$ cat src/rtl/core/kvq_pkg.sv
// kvq_pkg: shared types and constants for the key/value query parser.
// Used by kvq_ctl, kvq_dp and key_value_query_parser; depends on nothing.
package kvq_pkg;

    // Default depth of the trailing-whitespace store
    localparam int unsigned MAX_PENDING_DEF = 16;

    // Result kinds carried on m_tuser
    typedef enum logic [2:0] {
        KIND_KEY_BYTE  = 3'd0,
        KIND_VAL_BYTE  = 3'd1,
        KIND_KEY_END   = 3'd2,
        KIND_VAL_END   = 3'd3,
        KIND_DONE      = 3'd4,
        KIND_NO_DELIM  = 3'd5,
        KIND_BAD_ESC   = 3'd6,
        KIND_OVERFLOW  = 3'd7
    } kind_t;

    // Configuration register indexes
    localparam logic [1:0] REG_PAIR_DELIM   = 2'd0;
    localparam logic [1:0] REG_KV_DELIM     = 2'd1;
    localparam logic [1:0] REG_OPTION_FLAGS = 2'd2;

    // Register reset values
    localparam logic [7:0] PAIR_DELIM_RST = 8'd38;
    localparam logic [7:0] KV_DELIM_RST   = 8'd61;
    localparam logic [2:0] OPTIONS_RST    = 3'd0;

    // Option bits
    localparam int unsigned OPT_LOWER  = 0;
    localparam int unsigned OPT_DECODE = 1;
    localparam int unsigned OPT_TRIM   = 2;

    // Characters
    localparam logic [7:0] CH_PCT   = 8'h25;
    localparam logic [7:0] CH_SP    = 8'h20;
    localparam logic [7:0] CH_TAB   = 8'h09;
    localparam logic [7:0] CH_0     = 8'h30;
    localparam logic [7:0] CH_9     = 8'h39;
    localparam logic [7:0] CH_UA    = 8'h41;
    localparam logic [7:0] CH_UF    = 8'h46;
    localparam logic [7:0] CH_UZ    = 8'h5A;
    localparam logic [7:0] CH_LA    = 8'h61;
    localparam logic [7:0] CH_LF    = 8'h66;
    localparam logic [7:0] CASE_OFS = 8'd32;
    localparam logic [7:0] HEX_ALPHA_OFS = 8'd10;

    // Which part of an item's result sequence is being sent
    typedef enum logic [1:0] {
        SEL_FLUSH = 2'd0,
        SEL_MAIN  = 2'd1,
        SEL_TAIL0 = 2'd2,
        SEL_TAIL1 = 2'd3
    } sel_t;

    // Controller -> datapath
    typedef struct packed {
        logic load_plan;   // input transfer: update parse state, latch result plan
        logic emit;        // load one result into the output register
        sel_t sel;         // which result
        logic last;        // final result of the item
    } ctl_cmd_t;

    // Datapath -> controller
    typedef struct packed {
        logic nx_flush;    // plan of the offered input: pending whitespace to send
        logic nx_main;     // plan of the offered input: data byte or field end
        logic nx_tail;     // plan of the offered input: error or end-of-text results
        logic flush_last;  // current flush entry is the final one
        logic has_main;
        logic tail_any;
        logic tail_two;
        logic out_free;    // output register can take a result this cycle
    } dp_stat_t;

endpackage

$ cat src/rtl/core/key_value_query_parser.sv
// key_value_query_parser: top level of the streaming key/value splitter.
// Depends on kvq_pkg, kvq_ctl and kvq_dp.
//
// Splits a byte stream (s_tdata, s_tlast ends the text) into key and value
// results on the master stream: m_tuser gives the kind (key byte, value byte,
// key end, value end, done, no delimiter, bad escape, overflow), m_tdata the
// character for byte kinds and zero otherwise, and m_tlast marks the final
// result caused by one input transfer. A key runs up to kv_delim, a value up
// to pair_delim. option_flags bit0 lowercases key letters, bit1 decodes %HH in
// values (either hex case), bit2 drops leading spaces/tabs of a field and
// parks trailing ones, releasing them only when a non-space byte of the same
// field follows; the last field is trimmed too. After an error result the
// block swallows bytes until the end of the text. An input that yields no
// result leaves the sequencer idle; otherwise the next input is taken on the
// cycle that the final result enters the output register. An input can yield
// up to MAX_PENDING + 3 results when parked whitespace is released ahead of
// a closing byte, value end and done, one result per cycle while m_tready
// allows, through the single output register. Configuration is to be written
// through cfg_we/cfg_index/cfg_data while the block is idle; the user must keep
// to this, as the block does not enforce it. Index 3 is ignored.
module key_value_query_parser #(
    parameter int unsigned MAX_PENDING = kvq_pkg::MAX_PENDING_DEF
) (
    input  logic       clk,
    input  logic       rst_n,
    // input stream
    input  logic       s_tvalid,
    output logic       s_tready,
    input  logic [7:0] s_tdata,    // [7:0] in_byte
    input  logic       s_tlast,    // in_last
    // result stream
    output logic       m_tvalid,
    input  logic       m_tready,
    output logic [7:0] m_tdata,    // [7:0] out_byte
    output logic [2:0] m_tuser,    // [2:0] out_kind
    output logic       m_tlast,    // out_run_last
    // config write port
    input  logic       cfg_we,
    input  logic [1:0] cfg_index,
    input  logic [7:0] cfg_data
);

    kvq_pkg::ctl_cmd_t cmd;
    kvq_pkg::dp_stat_t stat;

    kvq_ctl u_ctl (
        .clk      (clk),
        .rst_n    (rst_n),
        .s_tvalid (s_tvalid),
        .s_tready (s_tready),
        .stat     (stat),
        .cmd      (cmd)
    );

    kvq_dp #(
        .MAX_PENDING (MAX_PENDING)
    ) u_dp (
        .clk       (clk),
        .rst_n     (rst_n),
        .cfg_we    (cfg_we),
        .cfg_index (cfg_index),
        .cfg_data  (cfg_data),
        .in_byte   (s_tdata),
        .in_last   (s_tlast),
        .out_valid (m_tvalid),
        .out_ready (m_tready),
        .out_kind  (m_tuser),
        .out_byte  (m_tdata),
        .out_last  (m_tlast),
        .cmd       (cmd),
        .stat      (stat)
    );

    // a result is only loaded when the output register can take it
    a_emit_has_room: assert property (@(posedge clk) disable iff (!rst_n)
        cmd.emit |-> stat.out_free)
        else $error("result loaded into a full output register");

    // a new input must not enter while the previous item still has results left
    a_no_early_accept: assert property (@(posedge clk) disable iff (!rst_n)
        (s_tvalid && s_tready) |-> !(cmd.emit && !cmd.last))
        else $error("input taken in the middle of a result sequence");

    // the final-result mark only goes with an actual transfer load
    a_last_with_emit: assert property (@(posedge clk) disable iff (!rst_n)
        cmd.last |-> cmd.emit)
        else $error("last mark without a result");

    // non-character kinds carry a zero byte
    a_zero_byte: assert property (@(posedge clk) disable iff (!rst_n)
        (m_tvalid && m_tuser != kvq_pkg::KIND_KEY_BYTE
            && m_tuser != kvq_pkg::KIND_VAL_BYTE) |-> (m_tdata == 8'd0))
        else $error("nonzero byte on a marker result");

endmodule

$ cat src/rtl/core/kvq_ctl.sv
// kvq_ctl: sequencer that walks each item's results (flush, main, tail).
// Depends on kvq_pkg; drives kvq_dp through ctl_cmd_t.
module kvq_ctl (
    input  logic               clk,
    input  logic               rst_n,
    input  logic               s_tvalid,
    output logic               s_tready,
    input  kvq_pkg::dp_stat_t  stat,
    output kvq_pkg::ctl_cmd_t  cmd
);

    typedef enum logic [2:0] {
        S_IDLE,
        S_FLUSH,
        S_MAIN,
        S_TAIL0,
        S_TAIL1
    } state_t;

    state_t state_reg;
    state_t state_next;
    state_t after_emit;
    state_t start_state;
    logic   emit;
    logic   done_now;
    logic   accept;

    always_comb
    begin
        unique case (state_reg)
            S_FLUSH:
            begin
                if (!stat.flush_last)
                    after_emit = S_FLUSH;
                else if (stat.has_main)
                    after_emit = S_MAIN;
                else if (stat.tail_any)
                    after_emit = S_TAIL0;
                else
                    after_emit = S_IDLE;
            end
            S_MAIN:  after_emit = stat.tail_any ? S_TAIL0 : S_IDLE;
            S_TAIL0: after_emit = stat.tail_two ? S_TAIL1 : S_IDLE;
            S_TAIL1: after_emit = S_IDLE;
            default: after_emit = S_IDLE;
        endcase
    end

    always_comb
    begin
        priority if (stat.nx_flush)
            start_state = S_FLUSH;
        else if (stat.nx_main)
            start_state = S_MAIN;
        else if (stat.nx_tail)
            start_state = S_TAIL0;
        else
            start_state = S_IDLE;
    end

    assign emit     = (state_reg != S_IDLE) && stat.out_free;
    assign done_now = emit && (after_emit == S_IDLE);
    // next item may enter on the cycle the previous one's final result is loaded into the output register
    assign s_tready = (state_reg == S_IDLE) || done_now;
    assign accept   = s_tvalid && s_tready;

    always_comb
    begin
        priority if (accept)
            state_next = start_state;
        else if (emit)
            state_next = after_emit;
        else
            state_next = state_reg;
    end

    always_comb
    begin
        cmd.load_plan = accept;
        cmd.emit      = emit;
        cmd.last      = done_now;
        unique case (state_reg)
            S_FLUSH: cmd.sel = kvq_pkg::SEL_FLUSH;
            S_MAIN:  cmd.sel = kvq_pkg::SEL_MAIN;
            S_TAIL0: cmd.sel = kvq_pkg::SEL_TAIL0;
            S_TAIL1: cmd.sel = kvq_pkg::SEL_TAIL1;
            default: cmd.sel = kvq_pkg::SEL_MAIN;
        endcase
    end

    always_ff @(posedge clk or negedge rst_n)
    begin
        if (!rst_n)
            state_reg <= S_IDLE;
        else
            state_reg <= state_next;
    end

endmodule

$ cat src/rtl/core/kvq_dp.sv
// kvq_dp: parse state, config registers, pending-whitespace store, result plan
// and output register. Depends on kvq_pkg; commanded by kvq_ctl.
module kvq_dp #(
    parameter int unsigned MAX_PENDING = kvq_pkg::MAX_PENDING_DEF
) (
    input  logic               clk,
    input  logic               rst_n,
    // config
    input  logic               cfg_we,
    input  logic [1:0]         cfg_index,
    input  logic [7:0]         cfg_data,
    // input payload
    input  logic [7:0]         in_byte,
    input  logic               in_last,
    // output register
    output logic               out_valid,
    input  logic               out_ready,
    output logic [2:0]         out_kind,
    output logic [7:0]         out_byte,
    output logic               out_last,
    // control
    input  kvq_pkg::ctl_cmd_t  cmd,
    output kvq_pkg::dp_stat_t  stat
);

    localparam int unsigned IDX_W = (MAX_PENDING > 1) ? $clog2(MAX_PENDING) : 1;
    localparam int unsigned CNT_W = $clog2(MAX_PENDING + 1);

    typedef enum logic [1:0] {
        PH_KEY,
        PH_VAL,
        PH_ESC_HI,
        PH_ESC_LO
    } phase_t;

    // returns {bad, nibble}
    function automatic logic [4:0] hex_val(input logic [7:0] c);
        logic [7:0] d;
        begin
            d = 8'd0;
            if (c >= kvq_pkg::CH_0 && c <= kvq_pkg::CH_9)
            begin
                d = c - kvq_pkg::CH_0;
                hex_val = {1'b0, d[3:0]};
            end
            else if (c >= kvq_pkg::CH_LA && c <= kvq_pkg::CH_LF)
            begin
                d = c - kvq_pkg::CH_LA + kvq_pkg::HEX_ALPHA_OFS;
                hex_val = {1'b0, d[3:0]};
            end
            else if (c >= kvq_pkg::CH_UA && c <= kvq_pkg::CH_UF)
            begin
                d = c - kvq_pkg::CH_UA + kvq_pkg::HEX_ALPHA_OFS;
                hex_val = {1'b0, d[3:0]};
            end
            else
                hex_val = 5'h10;
        end
    endfunction

    // config
    logic [7:0] pair_delim_reg;
    logic [7:0] kv_delim_reg;
    logic [2:0] options_reg;

    // parse state
    phase_t     phase_reg,   phase_next;
    logic       started_reg, started_next;
    logic [3:0] hn_reg,      hn_next;
    logic [CNT_W-1:0] cnt_reg, cnt_next;
    logic       halt_reg,    halt_next;
    logic       pend_tab_reg [MAX_PENDING];

    // result plan of the item in flight
    logic [CNT_W-1:0] flush_n_reg,   flush_n_next;
    kvq_pkg::kind_t   flush_kind_reg, flush_kind_next;
    logic             main_reg,      main_next;
    kvq_pkg::kind_t   main_kind_reg, main_kind_next;
    logic [7:0]       main_byte_reg, main_byte_next;
    logic [1:0]       tail_n_reg,    tail_n_next;
    kvq_pkg::kind_t   tail_kind_reg, tail_kind_next;
    logic [IDX_W-1:0] flush_idx_reg;

    // output register
    logic             out_valid_reg;
    kvq_pkg::kind_t   out_kind_reg;
    logic [7:0]       out_byte_reg;
    logic             out_last_reg;

    // step logic scratch
    logic             pc_do;
    kvq_pkg::kind_t   pc_kind;
    logic [7:0]       pc_ch;
    logic             pc_ws;
    logic             err;
    kvq_pkg::kind_t   err_kind;
    logic             wr_en;
    logic             wr_tab;
    logic [4:0]       hx;
    logic             esc_bad;

    kvq_pkg::kind_t   emit_kind;
    logic [7:0]       emit_byte;

    assign hx      = hex_val(in_byte);
    assign esc_bad = (in_byte == pair_delim_reg) || (in_byte == kv_delim_reg) || hx[4];

    always_comb
    begin
        phase_next      = phase_reg;
        started_next    = started_reg;
        hn_next         = hn_reg;
        cnt_next        = cnt_reg;
        halt_next       = halt_reg;
        flush_n_next    = '0;
        flush_kind_next = kvq_pkg::KIND_KEY_BYTE;
        main_next       = 1'b0;
        main_kind_next  = kvq_pkg::KIND_KEY_BYTE;
        main_byte_next  = 8'd0;
        tail_n_next     = 2'd0;
        tail_kind_next  = kvq_pkg::KIND_VAL_END;
        pc_do           = 1'b0;
        pc_kind         = kvq_pkg::KIND_KEY_BYTE;
        pc_ch           = in_byte;
        pc_ws           = 1'b0;
        err             = 1'b0;
        err_kind        = kvq_pkg::KIND_BAD_ESC;
        wr_en           = 1'b0;
        wr_tab          = 1'b0;

        if (!halt_reg)
        begin
            unique case (phase_reg)
                PH_KEY:
                begin
                    if (in_byte == kv_delim_reg)
                    begin
                        main_next      = 1'b1;
                        main_kind_next = kvq_pkg::KIND_KEY_END;
                        phase_next     = PH_VAL;
                        started_next   = 1'b0;
                        cnt_next       = '0;
                    end
                    else
                    begin
                        pc_do   = 1'b1;
                        pc_kind = kvq_pkg::KIND_KEY_BYTE;
                        if (options_reg[kvq_pkg::OPT_LOWER] && in_byte >= kvq_pkg::CH_UA
                            && in_byte <= kvq_pkg::CH_UZ)
                            pc_ch = in_byte + kvq_pkg::CASE_OFS;
                    end
                end
                PH_VAL:
                begin
                    if (in_byte == pair_delim_reg)
                    begin
                        main_next      = 1'b1;
                        main_kind_next = kvq_pkg::KIND_VAL_END;
                        phase_next     = PH_KEY;
                        started_next   = 1'b0;
                        cnt_next       = '0;
                    end
                    else if (options_reg[kvq_pkg::OPT_DECODE] && in_byte == kvq_pkg::CH_PCT)
                        phase_next = PH_ESC_HI;
                    else
                    begin
                        pc_do   = 1'b1;
                        pc_kind = kvq_pkg::KIND_VAL_BYTE;
                    end
                end
                PH_ESC_HI:
                begin
                    if (esc_bad)
                        err = 1'b1;
                    else
                    begin
                        hn_next    = hx[3:0];
                        phase_next = PH_ESC_LO;
                    end
                end
                default:
                begin
                    if (esc_bad)
                        err = 1'b1;
                    else
                    begin
                        phase_next = PH_VAL;
                        pc_do      = 1'b1;
                        pc_kind    = kvq_pkg::KIND_VAL_BYTE;
                        pc_ch      = {hn_reg, hx[3:0]};
                    end
                end
            endcase

            // one data byte of a field: with trimming on, leading whitespace is dropped
            // and later whitespace parked; any other byte first releases what is parked
            if (pc_do)
            begin
                pc_ws = (pc_ch == kvq_pkg::CH_SP) || (pc_ch == kvq_pkg::CH_TAB);
                if (options_reg[kvq_pkg::OPT_TRIM] && pc_ws)
                begin
                    if (started_reg)
                    begin
                        if (cnt_reg == CNT_W'(MAX_PENDING))
                        begin
                            err      = 1'b1;
                            err_kind = kvq_pkg::KIND_OVERFLOW;
                        end
                        else
                        begin
                            wr_en    = 1'b1;
                            wr_tab   = (pc_ch == kvq_pkg::CH_TAB);
                            cnt_next = cnt_reg + CNT_W'(1);
                        end
                    end
                end
                else
                begin
                    flush_n_next    = cnt_reg;
                    flush_kind_next = pc_kind;
                    cnt_next        = '0;
                    main_next       = 1'b1;
                    main_kind_next  = pc_kind;
                    main_byte_next  = pc_ch;
                    started_next    = 1'b1;
                end
            end

            if (!err && in_last)
            begin
                priority if (phase_next == PH_KEY)
                begin
                    err      = 1'b1;
                    err_kind = kvq_pkg::KIND_NO_DELIM;
                end
                else if (phase_next != PH_VAL)
                    err = 1'b1;
                else
                begin
                    tail_n_next    = 2'd2;
                    tail_kind_next = kvq_pkg::KIND_VAL_END;
                end
            end

            if (err)
            begin
                tail_n_next    = 2'd1;
                tail_kind_next = err_kind;
                halt_next      = !in_last;
            end
        end

        // end of text restores the parse state
        if (in_last)
        begin
            phase_next   = PH_KEY;
            hn_next      = 4'd0;
            started_next = 1'b0;
            cnt_next     = '0;
            halt_next    = 1'b0;
        end
    end

    always_comb
    begin
        unique case (cmd.sel)
            kvq_pkg::SEL_FLUSH:
            begin
                emit_kind = flush_kind_reg;
                emit_byte = pend_tab_reg[flush_idx_reg] ? kvq_pkg::CH_TAB : kvq_pkg::CH_SP;
            end
            kvq_pkg::SEL_MAIN:
            begin
                emit_kind = main_kind_reg;
                emit_byte = main_byte_reg;
            end
            kvq_pkg::SEL_TAIL0:
            begin
                emit_kind = tail_kind_reg;
                emit_byte = 8'd0;
            end
            default:
            begin
                emit_kind = kvq_pkg::KIND_DONE;
                emit_byte = 8'd0;
            end
        endcase
    end

    always_ff @(posedge clk or negedge rst_n)
    begin
        if (!rst_n)
        begin
            pair_delim_reg <= kvq_pkg::PAIR_DELIM_RST;
            kv_delim_reg   <= kvq_pkg::KV_DELIM_RST;
            options_reg    <= kvq_pkg::OPTIONS_RST;
            phase_reg      <= PH_KEY;
            started_reg    <= 1'b0;
            hn_reg         <= 4'd0;
            cnt_reg        <= '0;
            halt_reg       <= 1'b0;
            flush_n_reg    <= '0;
            flush_kind_reg <= kvq_pkg::KIND_KEY_BYTE;
            main_reg       <= 1'b0;
            main_kind_reg  <= kvq_pkg::KIND_KEY_BYTE;
            tail_n_reg     <= 2'd0;
            tail_kind_reg  <= kvq_pkg::KIND_VAL_END;
            flush_idx_reg  <= '0;
            out_valid_reg  <= 1'b0;
        end
        else
        begin
            if (cfg_we)
            begin
                unique case (cfg_index)
                    kvq_pkg::REG_PAIR_DELIM:   pair_delim_reg <= cfg_data;
                    kvq_pkg::REG_KV_DELIM:     kv_delim_reg   <= cfg_data;
                    kvq_pkg::REG_OPTION_FLAGS: options_reg    <= cfg_data[2:0];
                    default:                   ;
                endcase
            end

            if (cmd.load_plan)
            begin
                phase_reg      <= phase_next;
                started_reg    <= started_next;
                hn_reg         <= hn_next;
                cnt_reg        <= cnt_next;
                halt_reg       <= halt_next;
                flush_n_reg    <= flush_n_next;
                flush_kind_reg <= flush_kind_next;
                main_reg       <= main_next;
                main_kind_reg  <= main_kind_next;
                tail_n_reg     <= tail_n_next;
                tail_kind_reg  <= tail_kind_next;
                flush_idx_reg  <= '0;
            end
            else if (cmd.emit && cmd.sel == kvq_pkg::SEL_FLUSH)
                flush_idx_reg <= flush_idx_reg + IDX_W'(1);

            if (cmd.emit)
                out_valid_reg <= 1'b1;
            else if (out_ready)
                out_valid_reg <= 1'b0;
        end
    end

    // payload registers
    always_ff @(posedge clk)
    begin
        if (cmd.load_plan)
            main_byte_reg <= main_byte_next;
        if (cmd.load_plan && wr_en)
            pend_tab_reg[cnt_reg[IDX_W-1:0]] <= wr_tab;
        if (cmd.emit)
        begin
            out_kind_reg <= emit_kind;
            out_byte_reg <= emit_byte;
            out_last_reg <= cmd.last;
        end
    end

    assign out_valid = out_valid_reg;
    assign out_kind  = out_kind_reg;
    assign out_byte  = out_byte_reg;
    assign out_last  = out_last_reg;

    always_comb
    begin
        stat.nx_flush   = (flush_n_next != '0);
        stat.nx_main    = main_next;
        stat.nx_tail    = (tail_n_next != 2'd0);
        stat.flush_last = ((CNT_W'(flush_idx_reg) + CNT_W'(1)) == flush_n_reg);
        stat.has_main   = main_reg;
        stat.tail_any   = (tail_n_reg != 2'd0);
        stat.tail_two   = (tail_n_reg == 2'd2);
        stat.out_free   = !out_valid_reg || out_ready;
    end

endmodule
$ cat config.mk
export PLATFORM = sky130hd
export DESIGN_NAME = key_value_query_parser
export DESIGN_NICKNAME = d
export VERILOG_FILES = /design/src/rtl/core/kvq_pkg.sv /design/src/rtl/core/key_value_query_parser.sv /design/src/rtl/core/kvq_ctl.sv /design/src/rtl/core/kvq_dp.sv
export SDC_FILE = /design/constraint.sdc
export NUM_CORES = 1
export LEC_CHECK = 0
export BUFFER_PORTS_ARGS = -buffer_cell sky130_fd_sc_hd__buf_4
export CORE_MARGIN = 3
export CORE_UTILIZATION = 55
export DETAILED_ROUTE_END_ITERATION = 6
export PLACE_DENSITY = 0.79
export SETUP_SLACK_MARGIN = 0.15
export SLEW_MARGIN = 0
export SYNTH_ARGS = -nofsm -noshare
export SYNTH_HDL_FRONTEND = slang
export SYNTH_SLANG_ARGS = --single-unit
$ cat constraint.sdc
create_clock -name clk -period 3.7 [get_ports clk]
set_input_delay 0.185 -clock clk [delete_from_list [all_inputs] [get_ports clk]]
set_output_delay 0.185 -clock clk [all_outputs]
set_load 0.01 [all_outputs]
# Word level (Yosys, flattened, before mapping)
# Memories as Yosys holds them, arrays and structs flattened.
# Cells that the tools add are included.
[classes]
n_addsub = 9
mul = 0
div_mod_pow = 0
n_lt_le_gt_ge = 7
eq_ne = 21
shift = 0
n_mux = 122
bitwise = 1
reduce_logical = 44
[op_table]
columns = ["operator", "n"]
rows = [
  ["$mux 5", 14],
  ["$mux 3", 21],
  ["$mux 1", 47],
  ["$mux 2", 17],
  ["$mux 8", 4],
  ["$pmux 8 s2", 2],
  ["$le 8x7->1 const B", 3],
  ["$mux 4", 6],
  ["$pmux 3 s3", 2],
  ["$eq 8x6->1 const B", 2],
  ["$eq 8x8->1", 2],
  ["$ge 8x7->1 const B", 2],
  ["$logic_and 1x1->1", 13],
  ["$pmux 2 s3", 2],
  ["$pmux 3 s2", 2],
  ["$reduce_bool 2->1", 6],
  ["$sub 4x1->4 const B", 3],
  ["$pmux 5 s2", 1],
  ["$add 4x4->4 const B", 2],
  ["$add 8x6->8 const B", 1],
  ["$eq 2x2->1 const B", 4],
  ["$eq 8x4->1 const B", 1],
  ["$ge 8x6->1 const B", 1],
  ["$le 8x6->1 const B", 1],
  ["25 further kinds", 45],
]
[word_totals]
regBits = 77
latchBits = 0
ram_bits = 16
romBits = 0
in_bits = 24
output_inout_bits = 14
wordCells = 226
n_memories = 1
[memory_table]
columns = ["name", "depth", "width", "read_ports", "rd_ports_with_merged_regs", "wr", "line", "source"]
rows = [
  ["u_dp.pend_tab_reg", 16, 1, 1, 0, 1, "kvq_dp.sv:72", "logic pend_tab_reg [MAX_PENDING];"],
]

# Logic depth before layout (Yosys ltp)
[logic_depth]
depth_word = 26
ltp_mapped = 13
mapped_depth_nobuf = 11

# By module
# Synthesis repeated with hierarchy kept, for this count alone.
[unflattened]
cells_unflattened = 489
hier_area_um2 = 5301.3
[modules_own_cells]
columns = ["mod", "instances", "cells_per_inst", "area_per_inst_um2", "seq_area_each_um2"]
rows = [
  ["kvq_dp", 1, 446, 4948.5, 2344.7],
  ["kvq_ctl", 1, 43, 352.8, 75.1],
]

# Least setup slack after synthesis
# No wires, ideal clock.
[synth_path]
path_kind = "input -> register"
from = "input port s_tdata[1]"
to = "memory u_dp.pend_tab_reg[0] (data pin)"
arrival_ns = 3.101
slack_ns = 0.263
path_stages = 11
path_cell_list = "buf_2 > inv_1 > ha_1 > or3b_1 > nand3b_1 > and4_4 > and4_1 > a2111o_1 > a211o_1 > nor3_1 > nor3b_1"
[synth_between]
elab_chain_len = 15
elab_cells_between_ends = 47
classes_between = "6 x add/sub; 7 x order compare; 5 x eq/ne; 19 x mux; 10 x reduce/logical"
[synth_rtl]
columns = ["item", "line", "source"]
rows = [
  ["start, declared", "key_value_query_parser.sv:29", "input logic [7:0] s_tdata,"],
  ["branches (longest 13 deep; another with $sub 4x1->4)", "n/a", ""],
  ["$mux 1 *", "kvq_dp.sv:197", "if (pc_do)"],
  ["$mux 1 *", "kvq_dp.sv:131", "if (!halt_reg)"],
  ["via u_dp.wr_tab", "kvq_dp.sv:98", "logic wr_tab;"],
  ["end, declared", "kvq_dp.sv:72", ""],
]
# Mark *: on every way through the listed nets, which the timed path passes. The select of a mux whose other input is x is not followed.

# Worst setup path in the final report
[layout_path]
from = "register u_dp.phase_reg[1]"
to = "register u_dp.main_byte_reg[3] (data pin)"
[layout_between]
elab_chain_len = 8
elab_cells_between_ends = 14
classes_between = "4 x eq/ne; 4 x mux; 1 x bitwise; 5 x reduce/logical"
[layout_rtl]
columns = ["item", "line", "source"]
rows = [
  ["start, declared", "kvq_dp.sv:67", "phase_t phase_reg, phase_next;"],
  ["start signal, assigned", "kvq_dp.sv:325", "phase_reg <= phase_next;"],
  ["$eq 2x1->1 or $eq 2x2->1 (tied branches)", "kvq_dp.sv:133", "unique case (phase_reg)"],
  ["$reduce_or 2->1 (no line)", "n/a", ""],
  ["$pmux 8 s2", "kvq_dp.sv:133", ""],
  ["$mux 8", "kvq_dp.sv:131", ""],
  ["$eq 8x6->1 or $eq 8x4->1 (tied branches)", "kvq_dp.sv:199", "pc_ws = (pc_ch == kvq_pkg::CH_SP) || (pc_ch == kvq_pkg::CH_TAB);"],
  ["$logic_or 1x1->1", "kvq_dp.sv:199", ""],
  ["$logic_and 1x1->1", "kvq_dp.sv:200", "if (options_reg[kvq_pkg::OPT_TRIM] && pc_ws)"],
  ["$reduce_or 3->1 (no line)", "n/a", ""],
  ["end signal, assigned", "kvq_dp.sv:352", "main_byte_reg <= main_byte_next;"],
  ["end, declared", "kvq_dp.sv:79", "logic [7:0] main_byte_reg, main_byte_next;"],
]
# Parallel ways exist; a longest one is shown, timed or not. The select of a mux whose other input is x is not followed.
# A chain may end at the register's enable or synchronous reset.

==> flow_metrics.py <==
metrics = {
    "timing": {
        "fin_crit_sh_pct": 90.9,
        "tightest_slew_ps": 1100,
        "finalSetupTns_ps": 0,
        "finalMaxSlewViolations": 0,
        "hold_viol": 0,
        "max_freq_mhz": 297,
        "slew_headroom_pct": 26.2,
        "finalSetupViolations": 0,
        "rsz0062_at_grt": "no",
        "period_needed_ps": 3370,
        "finClkSkew_ps": 17.3,
    },
    "global_route": {
        "antenna_found_initial": 0,
        "grt_use_total_pct": 22.9,
        "grt_pass1_vias": 3829,
        "grt_max_degree": 54,
        "grt_overflow": 0,
        "grt_pass1_wl_um": 19200,
    },
    "setup_path": {
        "required_ps": 3810,
        "critPathKind": "reg2reg",
        "cp_max_fo": 13,
        "cp-end-kind": "flip-flop",
        "cp_data_arrival_time_ps": 3470,
        "crit_path_start_kind": "flip-flop",
    },
    "detailed_routing": {
        "detail-route-antenna-nets": 0,
        "wl_um": 11600,
        "routed.top_layer": "met4",
        "via_per_inst": 6.35,
        "drtIter0Drc": 522,
        "met1_length_um": 5230,
        "dr_wl_met3_um": 750,
        "detail_route.wl_per_cell_um": 17.5,
        "drc": 0,
        "wl_met2_um": 5420,
        "vias": 4195,
        "firstDrtPassIters": 5,
    },
    "yosys": {
        "synthesis.area_mm2": 0.00520,
        "synth-edff-count": 36,
        "synth.avg_cell_area_um2": 10.2,
        "syn-num-nets": 548,
        "yosysUniqueCellTypes": 71,
        "synth_ff_type": "dfrtp_1",
        "syn-instance-count": 510,
        "async_flop_share_pct": 59.6,
        "ys_ff_latch": 89,
        "synth_seq_area_share_pct": 46.5,
        "ys_warn_count": 0,
    },
    "power": {
        "leakagePower_nw": 2.40,
        "p_per_area_mw_per_mm2": 555,
        "total_power_w": 0.00324,
        "p_clk_share_pct": 18.8,
        "vdd_drop_max_mv": 0.254,
        "swShare_pct": 37.2,
        "p_seq_share_pct": 44.0,
        "p_comb_share_pct": 37.2,
        "power.internal_w": 0.00203,
        "switchingPower_w": 0.00120,
    },
    "floorplan": {
        "io_pins": 38,
        "start_util_pct": 58.2,
        "dieArea_mm2": 0.0107,
        "rows": 34,
        "fp.dieW_um": 103,
        "coreArea_mm2": 0.00893,
        "die_h_um": 103,
    },
    "cts": {
        "tritoncts": "built",
        "cts_sinks": 89,
        "clock_latency_ps": 370,
        "cts.clk_slew.worst_paths_ps": 100,
        "htree_levels": 3,
        "root_buffer": "clkbuf_8",
        "cts_made_buffers": 9,
        "clockBufferDepth": 2,
    },
    "finish": {
        "final_nets": 586,
        "post-route-cell-area_mm2": 0.00583,
        "drive_above_1_share_pct": 21.7,
        "nFillCells": 713,
        "multi_input_area_mm2": 0.00261,
        "regArea_mm2": 0.00242,
        "area_delta_synth_final_pct": 12.0,
        "largest_reg_flops": 16,
        "num_antenna_cells": 0,
    },
    "place": {
        "numPortBuffers": 37,
        "post-dp-hpwl_um": 8390,
        "place_congestion": 0.901,
        "placedInstanceArea_mm2": 0.00560,
    },
    "run": {
        "maxCapViolations": 0,
    },
    "outcome": {
        "status": "finished, final reports clean",
    },
    "hold_path": {
        "min_path_type": "in2reg",
    },
}
-- through the flow --
| step | util, % | worst slack (ps) | cells | hold slack [ps] |
|---|---|---|---|---|
| detailed placement | 62.7 | 148 | 641 | 283 |
| finish | 65.2 | 335 | 661 | 48.6 |
| global placement | 62.7 | 291 | 641 | 272 |
| CTS | 64.7 | 152 | 658 | 47.9 |
| floorplan | - | 263 | 510 | -111 |
| global route | 65.2 | 167 | 661 | 56.7 |
-- Yosys cell counts (11+ instances only) --
cell type	instances	share of area (%)
a21oi_1	16	1.5
nand3_1	11	1.1
xnor2_1	13	2.2
o21ai_0	24	2.3
dfrtp_1	43	21
nand4_1	14	1.7
mux2_2	20	4.3
ha_1	14	3.4
clkbuf_1	18	1.3
xor2_1	14	2.4
inv_1	16	1.2
nand2_1	47	3.4
edfxtp_1	36	21
nor2_1	56	4.0
-- path summary, 6_finish.rpt --
check / slack (ps) / to / startpoint / cells after the start
setup / recovery: 330 / u_dp.main_byte_reg[3] / u_dp.phase_reg[1] / 12
max in group asynchronous: 2810 / u_dp.phase_reg[1] / rst_n / 2
setup reg to reg: 330 / u_dp.main_byte_reg[3] / u_dp.phase_reg[1] / 12
min in group asynchronous: 380 / u_dp.hn_reg[3] / rst_n / 2
hold / removal: 50 / u_dp.pair_delim_reg[3] / cfg_data[3] / 2
hold reg to reg: 510 / u_dp.flush_n_reg[3] / u_dp.flush_n_reg[3] / 2
-- layer usage --
metal  vias to the layer above  track usage (%)
li1                       1965                -
met1                      2028             34.2
met2                       182             35.4
met3                        20             3.35
met4                         0             5.78
met5                         -                0
-- final cells by class --
type | count | area share, %
sequential | 89 | 41.6
clock buffer | 10 | 2.19
timing repair buffer | 56 | 7.26
multi-input combinational | 376 | 44.9
clock inverter | 6 | 0.752
tap | 108 | 2.32
inverter | 16 | 1.03
-- critical path, stage by stage (launching register included) --
cell	delay [ps]
dfrtp_2	450
inv_1	120
ha_1	270
or2_2	350
nor2b_1	190
or3_1	390
o221ai_2	200
nand4_1	200
buf_4	200
a211o_1	370
nand3_1	120
buf_4	190
nor2_1	60
-- cell families after synthesis --
logic type | share of synthesized area [%]
xor gates and xnor gates | 4.55
muxes | 7.27
and+or+nand+nor | 18.5
DFF | 46.5
adders and majority gates | 3.56
buffers and inverters | 3.54
AOI/OAI and AO/OA | 16.1
-- repair_timing --
action,CTS,global route
hold endpoints to repair,43,0
resized for setup,0,6
setup endpoints to repair,0,32
buffers inserted,0,3
hold buffers,1,0
-- placed cells by master, fill, tap and decap left out, types with 6 or more instances in the layout --
master and count:
and2_1 6, dfstp_2 10, nand4_1 14, edfxtp_1 36, clkbuf_8 9, nor3_1 7, nand3_1 11, dfrtp_1 41
nand2_1 47, xor2_1 14, nor2_1 55, inv_1 16, a21o_1 7, ha_1 14, xnor2_1 13, nor2b_1 6
a22o_1 8, a21oi_1 16, nor4_1 9, o31ai_1 6, mux2_2 20, buf_4 55, o21ai_0 24
-- power by group through the flow --
stage	Combinational (W)	Clock, W	Sequential (W)
3_5_place_dp	0.00118	0	0.00144
6_report	0.00120	0.000607	0.00142
3_3_place_gp	0.00116	0	0.00143
5_1_grt	0.00135	0.000660	0.00145
2_1_floorplan	0.000819	0	0.00142
4_1_cts	0.00119	0.000618	0.00142
Note: power is estimated with default switching activity, not from simulation.
